### src/rtl/core/ctl_pkg.sv
`default_nettype none
// ----------------------------------------------------------------------------
// ctl_pkg: shared types and constants of the client table
// Field widths, operation and status codes, and the command and status
// structs between the controller and the datapath.
// ----------------------------------------------------------------------------
package ctl_pkg;

	// fixed field widths of the item and result
	localparam int OP_W   = 4;
	localparam int IDX_W  = 7;
	localparam int IP_W   = 32;
	localparam int PORT_W = 16;
	localparam int STAT_W = 2;
	localparam int FIDX_W = 6;
	localparam int CNT_W  = 7;

	// operation codes
	typedef enum logic [OP_W-1:0] {
		OP_PUSH   = 4'd0,
		OP_POP    = 4'd1,
		OP_INSERT = 4'd2,
		OP_ERASE  = 4'd3,
		OP_SET    = 4'd4,
		OP_READ   = 4'd5,
		OP_FIND   = 4'd6,
		OP_CLEAR  = 4'd7,
		OP_RESIZE = 4'd8
	} op_t;

	// result status codes
	localparam logic [STAT_W-1:0] ST_OK       = 2'd0;
	localparam logic [STAT_W-1:0] ST_ERR      = 2'd1;
	localparam logic [STAT_W-1:0] ST_NOTFOUND = 2'd2;

	// controller to datapath
	typedef struct packed {
		logic cap;     // capture the input item
		logic step;    // run one sweep iteration
		logic commit;  // apply the update and load the result register
	} ctl_cmd_t;

	// datapath to controller
	typedef struct packed {
		logic err;       // operation is rejected
		logic sweep;     // operation walks over entries
		logic last;      // current sweep iteration is the final one
		logic out_busy;  // result register holds a result not yet taken
	} ctl_sts_t;

endpackage
`default_nettype wire

### src/rtl/core/ctl_ram.sv
`default_nettype none
// ----------------------------------------------------------------------------
// ctl_ram: generic single-write, single-read RAM
// One write port and one read port with registered read data.
// ----------------------------------------------------------------------------
module ctl_ram #(
	parameter int WIDTH = 48,
	parameter int DEPTH = 64
) (
	input  wire logic                                   clk,
	input  wire logic                                   we,
	input  wire logic [((DEPTH > 1) ? $clog2(DEPTH) : 1)-1:0] waddr,
	input  wire logic [WIDTH-1:0]                       wdata,
	input  wire logic                                   re,
	input  wire logic [((DEPTH > 1) ? $clog2(DEPTH) : 1)-1:0] raddr,
	output logic      [WIDTH-1:0]                       rdata
);

	logic [WIDTH-1:0] mem_q [DEPTH];
	logic [WIDTH-1:0] rdata_q;

	// write and registered read
	always_ff @(posedge clk) begin
		if (we) begin
			mem_q[waddr] <= wdata;
		end
		if (re) begin
			rdata_q <= mem_q[raddr];
		end
	end

	assign rdata = rdata_q;

endmodule
`default_nettype wire

### src/rtl/core/ctl_dp.sv
`default_nettype none
// ----------------------------------------------------------------------------
// ctl_dp: client table datapath
// Holds the item, the entry count, the sweep pointer, the entry RAM with its
// move and compare stage, and the result register.
// ----------------------------------------------------------------------------
module ctl_dp #(
	parameter int DEPTH = 64
) (
	input  wire logic                        clk,
	input  wire logic                        arst_n,
	input  wire ctl_pkg::ctl_cmd_t           cmd,
	output ctl_pkg::ctl_sts_t                sts,
	input  wire logic [ctl_pkg::OP_W-1:0]    op,
	input  wire logic [ctl_pkg::IDX_W-1:0]   index,
	input  wire logic [ctl_pkg::IP_W-1:0]    key_ip,
	input  wire logic [ctl_pkg::PORT_W-1:0]  key_port,
	output logic                             out_valid,
	input  wire logic                        out_stall,
	output logic [ctl_pkg::STAT_W-1:0]       status,
	output logic [ctl_pkg::IP_W-1:0]         read_ip,
	output logic [ctl_pkg::PORT_W-1:0]       read_port,
	output logic [ctl_pkg::FIDX_W-1:0]       found_index,
	output logic [ctl_pkg::CNT_W-1:0]        entry_count,
	output logic                             is_empty
);

	localparam int AW = (DEPTH > 1) ? $clog2(DEPTH) : 1;
	localparam int CW = $clog2(DEPTH + 1);
	localparam int XW = ((CW > ctl_pkg::IDX_W) ? CW : ctl_pkg::IDX_W) + 1;
	localparam int EW = ctl_pkg::IP_W + ctl_pkg::PORT_W;

	typedef enum logic [1:0] {
		PEND_NONE,
		PEND_MOVE,
		PEND_CMP
	} pend_t;

	logic [ctl_pkg::OP_W-1:0]   op_q;
	logic [ctl_pkg::IDX_W-1:0]  idx_q;
	logic [ctl_pkg::IP_W-1:0]   ip_q;
	logic [ctl_pkg::PORT_W-1:0] port_q;
	logic [CW-1:0]              count_q;
	logic [CW-1:0]              cnt_nxt;
	logic [AW-1:0]              ptr_q;
	logic [AW-1:0]              ptr_init;
	pend_t                      pend_s1;
	logic [AW-1:0]              pend_addr_s1;
	logic                       found_q;
	logic [AW-1:0]              fidx_q;
	logic                       err;
	logic                       sweep;
	logic                       last;
	logic [XW-1:0]              idx_x;
	logic [XW-1:0]              cnt_x;
	logic [XW-1:0]              ptr_x;
	logic [XW-1:0]              dep_x;
	logic                       ram_we;
	logic [AW-1:0]              ram_waddr;
	logic [EW-1:0]              ram_wdata;
	logic [AW-1:0]              ram_raddr;
	logic [EW-1:0]              ram_rdata;
	logic                       out_valid_q;
	logic [ctl_pkg::STAT_W-1:0] status_q;
	logic [ctl_pkg::IP_W-1:0]   read_ip_q;
	logic [ctl_pkg::PORT_W-1:0] read_port_q;
	logic [ctl_pkg::FIDX_W-1:0] found_index_q;
	logic [ctl_pkg::CNT_W-1:0]  entry_count_q;
	logic                       is_empty_q;

	// widen operands for range compares
	assign idx_x = XW'(idx_q);
	assign cnt_x = XW'(count_q);
	assign ptr_x = XW'(ptr_q);
	assign dep_x = XW'(DEPTH);

	// capture the item on transfer
	always_ff @(posedge clk) begin
		if (cmd.cap) begin
			op_q   <= op;
			idx_q  <= index;
			ip_q   <= key_ip;
			port_q <= key_port;
		end
	end

	// first sweep position of each walking operation
	always_comb begin
		unique case (op)
			ctl_pkg::OP_INSERT, ctl_pkg::OP_RESIZE: ptr_init = AW'(count_q);
			ctl_pkg::OP_ERASE, ctl_pkg::OP_READ:    ptr_init = AW'(index);
			default:                                ptr_init = '0;
		endcase
	end

	// range and capacity checks
	always_comb begin
		unique case (op_q)
			ctl_pkg::OP_PUSH:   err = (cnt_x >= dep_x);
			ctl_pkg::OP_POP:    err = 1'b0;
			ctl_pkg::OP_INSERT: err = (idx_x > cnt_x) || (cnt_x >= dep_x);
			ctl_pkg::OP_ERASE,
			ctl_pkg::OP_SET,
			ctl_pkg::OP_READ:   err = (idx_x >= cnt_x);
			ctl_pkg::OP_FIND,
			ctl_pkg::OP_CLEAR:  err = 1'b0;
			ctl_pkg::OP_RESIZE: err = (idx_x > dep_x);
			default:            err = 1'b1;
		endcase
	end

	// sweep extent: whether to walk at all, and where to stop
	always_comb begin
		unique case (op_q)
			ctl_pkg::OP_INSERT: begin
				sweep = (cnt_x > idx_x);
				last  = (ptr_x == idx_x + XW'(1));
			end
			ctl_pkg::OP_ERASE: begin
				sweep = (cnt_x > idx_x + XW'(1));
				last  = (ptr_x + XW'(2) == cnt_x);
			end
			ctl_pkg::OP_FIND: begin
				sweep = (cnt_x != '0);
				last  = (ptr_x + XW'(1) == cnt_x);
			end
			ctl_pkg::OP_RESIZE: begin
				sweep = (idx_x > cnt_x);
				last  = (ptr_x + XW'(1) == idx_x);
			end
			ctl_pkg::OP_READ: begin
				sweep = 1'b1;
				last  = 1'b1;
			end
			default: begin
				sweep = 1'b0;
				last  = 1'b1;
			end
		endcase
	end

	assign sts.err      = err;
	assign sts.sweep    = sweep;
	assign sts.last     = last;
	assign sts.out_busy = out_valid_q && out_stall;

	// advance the sweep pointer
	always_ff @(posedge clk) begin
		if (cmd.cap) begin
			ptr_q <= ptr_init;
		end else if (cmd.step) begin
			if (op_q == ctl_pkg::OP_INSERT) begin
				ptr_q <= ptr_q - AW'(1);
			end else begin
				ptr_q <= ptr_q + AW'(1);
			end
		end
	end

	// read address of the current sweep iteration
	always_comb begin
		unique case (op_q)
			ctl_pkg::OP_INSERT: ram_raddr = ptr_q - AW'(1);
			ctl_pkg::OP_ERASE:  ram_raddr = ptr_q + AW'(1);
			default:            ram_raddr = ptr_q;
		endcase
	end

	// queue the move or compare that uses the read data
	always_ff @(posedge clk or negedge arst_n) begin
		if (!arst_n) begin
			pend_s1 <= PEND_NONE;
		end else if (cmd.step) begin
			unique case (op_q)
				ctl_pkg::OP_INSERT, ctl_pkg::OP_ERASE: pend_s1 <= PEND_MOVE;
				ctl_pkg::OP_FIND:                      pend_s1 <= PEND_CMP;
				default:                               pend_s1 <= PEND_NONE;
			endcase
		end else begin
			pend_s1 <= PEND_NONE;
		end
	end

	always_ff @(posedge clk) begin
		if (cmd.step) begin
			pend_addr_s1 <= ptr_q;
		end
	end

	// write port: pending move, zero fill, then the committed key
	always_comb begin
		ram_we    = 1'b0;
		ram_waddr = ptr_q;
		ram_wdata = '0;
		priority if (pend_s1 == PEND_MOVE) begin
			ram_we    = 1'b1;
			ram_waddr = pend_addr_s1;
			ram_wdata = ram_rdata;
		end else if (cmd.step && (op_q == ctl_pkg::OP_RESIZE)) begin
			ram_we    = 1'b1;
			ram_waddr = ptr_q;
			ram_wdata = '0;
		end else if (cmd.commit && !err && ((op_q == ctl_pkg::OP_PUSH) ||
				(op_q == ctl_pkg::OP_INSERT) || (op_q == ctl_pkg::OP_SET))) begin
			ram_we    = 1'b1;
			ram_waddr = (op_q == ctl_pkg::OP_PUSH) ? AW'(count_q) : AW'(idx_q);
			ram_wdata = {ip_q, port_q};
		end else begin
			ram_we = 1'b0;
		end
	end

	ctl_ram #(
		.WIDTH (EW),
		.DEPTH (DEPTH)
	) u_ram (
		.clk   (clk),
		.we    (ram_we),
		.waddr (ram_waddr),
		.wdata (ram_wdata),
		.re    (cmd.step),
		.raddr (ram_raddr),
		.rdata (ram_rdata)
	);

	// keep the first matching position
	always_ff @(posedge clk or negedge arst_n) begin
		if (!arst_n) begin
			found_q <= 1'b0;
		end else if (cmd.cap) begin
			found_q <= 1'b0;
		end else if ((pend_s1 == PEND_CMP) && !found_q && (ram_rdata == {ip_q, port_q})) begin
			found_q <= 1'b1;
		end
	end

	always_ff @(posedge clk) begin
		if ((pend_s1 == PEND_CMP) && !found_q && (ram_rdata == {ip_q, port_q})) begin
			fidx_q <= pend_addr_s1;
		end
	end

	// count after the operation
	always_comb begin
		cnt_nxt = count_q;
		if (!err) begin
			unique case (op_q)
				ctl_pkg::OP_PUSH, ctl_pkg::OP_INSERT: cnt_nxt = count_q + CW'(1);
				ctl_pkg::OP_POP: begin
					if (count_q != '0) begin
						cnt_nxt = count_q - CW'(1);
					end
				end
				ctl_pkg::OP_ERASE:  cnt_nxt = count_q - CW'(1);
				ctl_pkg::OP_CLEAR:  cnt_nxt = '0;
				ctl_pkg::OP_RESIZE: cnt_nxt = CW'(idx_q);
				default:            cnt_nxt = count_q;
			endcase
		end
	end

	always_ff @(posedge clk or negedge arst_n) begin
		if (!arst_n) begin
			count_q <= '0;
		end else if (cmd.commit) begin
			count_q <= cnt_nxt;
		end
	end

	// result register: load on commit, drop on transfer
	always_ff @(posedge clk or negedge arst_n) begin
		if (!arst_n) begin
			out_valid_q <= 1'b0;
		end else if (cmd.commit) begin
			out_valid_q <= 1'b1;
		end else if (!out_stall) begin
			out_valid_q <= 1'b0;
		end
	end

	always_ff @(posedge clk) begin
		if (cmd.commit) begin
			if (err) begin
				status_q <= ctl_pkg::ST_ERR;
			end else if ((op_q == ctl_pkg::OP_FIND) && !found_q) begin
				status_q <= ctl_pkg::ST_NOTFOUND;
			end else begin
				status_q <= ctl_pkg::ST_OK;
			end
			if ((op_q == ctl_pkg::OP_READ) && !err) begin
				read_ip_q   <= ram_rdata[EW-1:ctl_pkg::PORT_W];
				read_port_q <= ram_rdata[ctl_pkg::PORT_W-1:0];
			end else begin
				read_ip_q   <= '0;
				read_port_q <= '0;
			end
			if ((op_q == ctl_pkg::OP_FIND) && found_q) begin
				found_index_q <= ctl_pkg::FIDX_W'(fidx_q);
			end else begin
				found_index_q <= '0;
			end
			entry_count_q <= ctl_pkg::CNT_W'(cnt_nxt);
			is_empty_q    <= (cnt_nxt == '0);
		end
	end

	assign out_valid   = out_valid_q;
	assign status      = status_q;
	assign read_ip     = read_ip_q;
	assign read_port   = read_port_q;
	assign found_index = found_index_q;
	assign entry_count = entry_count_q;
	assign is_empty    = is_empty_q;

endmodule
`default_nettype wire

### src/rtl/core/ctl_ctrl.sv
`default_nettype none
// ----------------------------------------------------------------------------
// ctl_ctrl: client table controller
// Sequences one operation: check, sweep over entries and drain the move or
// compare stage when it walks, then commit once the result register is free.
// ----------------------------------------------------------------------------
module ctl_ctrl (
	input  wire logic              clk,
	input  wire logic              arst_n,
	input  wire logic              in_valid,
	output logic                   in_stall,
	input  wire ctl_pkg::ctl_sts_t sts,
	output ctl_pkg::ctl_cmd_t      cmd
);

	typedef enum logic [2:0] {
		S_IDLE,
		S_CHECK,
		S_SWEEP,
		S_FLUSH,
		S_DONE
	} state_t;

	state_t state_q;
	logic   in_stall_q;

	// state and stall register
	always_ff @(posedge clk or negedge arst_n) begin
		if (!arst_n) begin
			state_q    <= S_IDLE;
			in_stall_q <= 1'b0;
		end else begin
			unique case (state_q)
				S_IDLE: begin
					if (in_valid) begin
						state_q    <= S_CHECK;
						in_stall_q <= 1'b1;
					end
				end
				S_CHECK: begin
					if (sts.err || !sts.sweep) begin
						state_q <= S_DONE;
					end else begin
						state_q <= S_SWEEP;
					end
				end
				S_SWEEP: begin
					if (sts.last) begin
						state_q <= S_FLUSH;
					end
				end
				S_FLUSH: begin
					state_q <= S_DONE;
				end
				S_DONE: begin
					if (!sts.out_busy) begin
						state_q    <= S_IDLE;
						in_stall_q <= 1'b0;
					end
				end
				default: begin
					state_q    <= S_IDLE;
					in_stall_q <= 1'b0;
				end
			endcase
		end
	end

	// commands to the datapath
	assign cmd.cap    = in_valid && !in_stall_q;
	assign cmd.step   = (state_q == S_SWEEP);
	assign cmd.commit = (state_q == S_DONE) && !sts.out_busy;
	assign in_stall   = in_stall_q;

endmodule
`default_nettype wire

### src/rtl/core/client_table_list.sv
`default_nettype none
// Sequencing: push, pop, set, clear and rejected operations go from check
// straight to done; insert, erase, find, read and resize walk the entries in
// the sweep state when there are any, then drain the move or compare stage in
// the flush state. A new operation is taken only once the last one commits.
// The single entry RAM port pair moves, fills or compares one entry per cycle.
// Reset: count is zero; entry contents are undefined and not cleared by reset.
// ----------------------------------------------------------------------------
// client_table_list: ordered client table with key search
// Ordered list of address and port entries with push, pop, insert, erase,
// set, read, find, clear and resize.
// ----------------------------------------------------------------------------
module client_table_list #(
	parameter int DEPTH = 64
) (
	input  wire logic                        clk,
	input  wire logic                        arst_n,
	input  wire logic                        in_valid,
	output logic                             in_stall,
	input  wire logic [ctl_pkg::OP_W-1:0]    op,
	input  wire logic [ctl_pkg::IDX_W-1:0]   index,
	input  wire logic [ctl_pkg::IP_W-1:0]    key_ip,
	input  wire logic [ctl_pkg::PORT_W-1:0]  key_port,
	output logic                             out_valid,
	input  wire logic                        out_stall,
	output logic [ctl_pkg::STAT_W-1:0]       status,
	output logic [ctl_pkg::IP_W-1:0]         read_ip,
	output logic [ctl_pkg::PORT_W-1:0]       read_port,
	output logic [ctl_pkg::FIDX_W-1:0]       found_index,
	output logic [ctl_pkg::CNT_W-1:0]        entry_count,
	output logic                             is_empty
);

	ctl_pkg::ctl_cmd_t cmd;
	ctl_pkg::ctl_sts_t sts;

	// operation sequencer
	ctl_ctrl u_ctrl (
		.clk      (clk),
		.arst_n   (arst_n),
		.in_valid (in_valid),
		.in_stall (in_stall),
		.sts      (sts),
		.cmd      (cmd)
	);

	// table storage, checks and result register
	ctl_dp #(
		.DEPTH (DEPTH)
	) u_dp (
		.clk         (clk),
		.arst_n      (arst_n),
		.cmd         (cmd),
		.sts         (sts),
		.op          (op),
		.index       (index),
		.key_ip      (key_ip),
		.key_port    (key_port),
		.out_valid   (out_valid),
		.out_stall   (out_stall),
		.status      (status),
		.read_ip     (read_ip),
		.read_port   (read_port),
		.found_index (found_index),
		.entry_count (entry_count),
		.is_empty    (is_empty)
	);

endmodule
`default_nettype wire
### config.mk
export PLATFORM = sky130hd
export DESIGN_NAME = client_table_list
export DESIGN_NICKNAME = d
export VERILOG_FILES = /design/src/rtl/core/ctl_pkg.sv /design/src/rtl/core/ctl_ram.sv /design/src/rtl/core/ctl_dp.sv /design/src/rtl/core/ctl_ctrl.sv /design/src/rtl/core/client_table_list.sv
export SDC_FILE = /design/constraint.sdc
export NUM_CORES = 2
export LEC_CHECK = 0
export ABC_AREA = 1
export BUFFER_PORTS_ARGS = -buffer_cell sky130_fd_sc_hd__buf_2
export CELL_PAD_IN_SITES_DETAIL_PLACEMENT = 0
export CELL_PAD_IN_SITES_GLOBAL_PLACEMENT = 1
export CORE_MARGIN = 1.5
export CORE_UTILIZATION = 53
export DETAILED_ROUTE_END_ITERATION = 12
export GPL_TIMING_DRIVEN = 0
export PLACE_DENSITY_LB_ADDON = 0.3
export RECOVER_POWER = 50
export SYNTH_ARGS = -nofsm -noshare
export SYNTH_HDL_FRONTEND = slang
export SYNTH_SLANG_ARGS = --single-unit
### constraint.sdc
create_clock -name clk -period 8.5 [get_ports clk]
set_input_delay 1.275 -clock clk [delete_from_list [all_inputs] [get_ports clk]]
set_output_delay 1.275 -clock clk [all_outputs]
set_load 0.005 [all_outputs]
==> results.md <==
- Top Ports: about 130
- Post-route setup slack: 1.12 ns
- Static Leak: approximately 57 nW
- Syn nets: 10,300
- Initial Util: between 50% and 60%
- Delay-heaviest family, CP: simple AND/OR/NAND/NOR gates
- Critical Path Start Type: flop
- Buf/Inv on CP: 3
- CTS tree: yes
- Slowest CP cell: nor2_1
- Post-cts sizing count: 0
- Clk slew on worst S/H paths: 0.06 ns
- Setup bufs post-CTS: 0
- Drt total wl: roughly 500,000 um
- Initial antenna violation count: 64
- Violation count after the first detailed-route iteration: approximately 16,000
- CP required: 9.14 ns
- Worst R2R End: u_dp.u_ram.mem_q[5][22]
- Crit path time final: approximately 7.4 ns
- Max Freq: roughly 140 MHz
- Status: finished with violations
- Synth unique cells: 45
- Mapped Cells: around 10,000
- Hold_buf cts: 0
- Average footprint of a synthesized cell: between 10 and 15 sq um
- Part of the cycle the worst path needs: between 80% and 90%
- Setup-violating endpoint count in the final report: 0
- Worst path cell trace: nor2_1 -> inv_1 -> nor2_1 -> a21oi_1 -> nand2_1 -> nand4_1 -> nor2_1 -> clkbuf_1 -> buf_12
- Crit path kind: reg2reg
- Fill cell count: 18,900
- Clock root cell: clkbuf_16
- Max H-tree Level: 5
- Slew HR: -214%
- R2R cell count: 9
- Die width: ~500 um
- Clock Path Buffers: 4
- Sequential share of the synthesized area: 73.8%
- Hold Crit Class: in2reg
- Clock Latency Late Sink: between 1 and 1.5 ns
- Pwr Density: 323 nW/um^2
- Detailed Place HPWL: ~370,000 um
- Slew Limit Fails: approximately 1,900
- CP Capture Type: flop
- Vias/cell: between 6 and 7
- Die area: 254,000 sq um
- Core area: 249,000 sq um
- Worst vdd ir: about 0.00025 V
- Final antenna-violating net count: 0
- Placer congestion estimate: between 1 and 1.5
- Endpoints failing hold: 0
- Max-cap viol count: 85
- Yosys reg bits: between 3,000 and 4,000
- I/O Buffers: 128
- Violated checks: capacitance limit, slew limit
- Area Overhead vs Synth: 15.2%
- Layout cells sized above 1: about 16%
- Number of global-route vias before repair: between 80,000 and 90,000
- Crit-path most repeated cell: nor2_1
- Max incr delay on CP: 2.04 ns
- Die Height: just over 500 um
- RSZ-0062 raised after global routing: no
- FF-to-FF setup slack: around 1.1 ns
- Row cnt: 183
- Hold_ws: between 0.4 and 0.5 ns
- Pre-CTS WS: 2.49 ns
- CTS Buf Count: approximately 350
- DRT Pass-1 Iters: 6
- Cell area after synthesis: about 130,000 sq um
- Total track usage: 39.6%
- Worst-Margin Slew: roughly 4.7 ns
- Vias: approximately 95,000
- Drt wl/cell: between 30 and 40 um
- Setup_tns: 0 ns
- Worst r2r src: u_ctrl.state_q[2]
- Largest net degree at the start of global routing: between 50 and 60
- Worst setup startpoint: u_ctrl.state_q[2]
- Yosys warns: 0
- First-pass GRT wire length: 696,000 um
- Worst Setup EP: u_dp.u_ram.mem_q[5][22]
- Critical path data arrival time: 8.02 ns
- Total stage count of the critical path: 9
- Drt drc: 0
- Remaining Overflow, GRT: 0
- Crit path max fanout: 28
- Clk_skew: 0.108 ns
- Nets: around 11,000
- Sink Count: between 3,000 and 4,000
## layout by cell type, fill, tap and decap left out, drive strengths merged, types with 49 or more instances in the layout
cell type,synthesis,layout
edfxtp,3261,3261
o21ai,891,891
or2,724,724
clkbuf,312,864
nor2,1776,1776
inv,170,173
nand3,1458,1458
o22ai,53,53
nand2,208,208
clkinv,2,131
o211ai,768,768
buf,387,653
diode,0,49
## layer usage
metal  up-vias  wire (um)  global-route usage (%)
met5         -        152                       0
li1      39200          -                       -
met4        22      38900                    25.2
met3      1353      73500                    12.6
met2      7213     218000                    57.4
met1     47300     181000                    51.8
## worst register-to-register path, cell delays in order, from the launching register on
cell and delay (ns):
dfrtp_1 0.42, nor2_1 0.11, inv_1 0.07, nor2_1 2.04
a21oi_1 0.93, nand2_1 0.56, nand4_1 0.40, nor2_1 0.73
clkbuf_1 1.47, buf_12 0.31
## Yosys cell counts, drive strengths merged
library cell	count	area, sq um
ha	24	300
edfxtp	3261	97900
nand3	1458	7320
a21boi	1	18.8
clkbuf	312	1170
a221oi	2	17.5
o211ai	768	5770
nand4	27	169
xnor2	13	114
a21oi	26	145
inv	170	638
nor2	1776	6710
or2	724	4530
o22ai	53	332
nand2	208	801
a22oi	2	15.0
buf	387	1900
nor4	8	50.1
clkinv	2	7.51
dfrtp	15	375
nor4b	1	8.76
o21ai	891	4470
o31ai	1	7.51
xor2	40	350
nand3b	1	7.51
nor3	10	50.1
a211oi	3	22.5
o21a	1	7.51
a31oi	4	40.0
## cell type report
| type | count | area, sq um | share of cell area [%] |
|---|---|---|---|
| sequential | 3276 | 98300 | 64.0 |
| multi-input combinational | 6042 | 31600 | 20.6 |
| clock buffer | 436 | 9240 | 6.02 |
| timing repair buffer | 382 | 5030 | 3.28 |
| tap | 3330 | 4170 | 2.71 |
| buffer | 699 | 3060 | 2.00 |
| clock inverter | 165 | 1420 | 0.923 |
| inverter | 172 | 646 | 0.420 |
| antenna | 49 | 123 | 0.0799 |
## cells by family after synthesis
group                      count (synthesis)  share of synthesized area, %
and+or+nand+nor                         4213                          14.7
DFF                                     3276                          73.8
adders and majority gates                 24                         0.225
AOI/OAI and AO/OA                       1752                          8.13
xor gates and xnor gates                  53                         0.348
buffers and inverters                    871                          2.79
## per-stage QoR
step                      power (mW)  utilization (%)  cell area (sq um)  instances
after floorplan                 26.9                -             133000      10200
after global placement          34.3             55.4             138000      13600
after detailed placement        34.6             58.0             145000      13900
after CTS                       48.9             62.3             155000      14500
after global routing            50.7             61.5             153000      14500
final                           49.6             61.6             154000      14600
## worst min path at each step
stage                          from                    to  slack [ns]  cells past startpoint
2_1_floorplan         u_dp.ptr_q[3]  u_dp.pend_addr_s1[3]        0.42                      0
3_3_place_gp          u_dp.ptr_q[5]  u_dp.pend_addr_s1[5]        0.44                      0
3_5_place_dp   u_dp.pend_addr_s1[5]        u_dp.fidx_q[5]        0.45                      0
4_1_cts                      arst_n       u_ctrl.in_stall        0.24                      1
5_1_grt                 key_port[5]        u_dp.port_q[5]        0.42                      1
6_report                key_port[5]        u_dp.port_q[5]        0.43                      1
## flip-flops by register name, indices dropped and copies added (netlist names)
| signal | cells |
|---|---|
| u_dp.read_port | 16 |
| u_dp.u_ram.rdata | 48 |
| u_dp.port_q | 16 |
| u_dp.found_index | 6 |
| u_dp.out_valid | 1 |
| u_dp.entry_count | 7 |
| u_dp.pend_addr_s1 | 6 |
| u_dp.ip_q | 32 |
| u_dp.pend_s1 | 2 |
| u_dp.count_q | 7 |
| u_dp.fidx_q | 6 |
| u_dp.found_q | 1 |
| u_dp.is_empty | 1 |
| u_dp.status | 2 |
| u_ctrl.state_q | 3 |
| u_dp.idx_q | 7 |
| u_dp.ptr_q | 6 |
| u_dp.read_ip | 32 |
| u_dp.u_ram.mem_q | 3072 |
| u_ctrl.in_stall | 1 |
| u_dp.op_q | 4 |
## report_power, final
group	leakage, nW	total, mW	switching [mW]	internal, mW
registers	35.4	18.2	0.161	18.0
logic	16.4	16.9	12.8	4.10
clock network	5.19	14.6	6.27	8.36
Note: power is estimated with default switching activity, not from simulation.
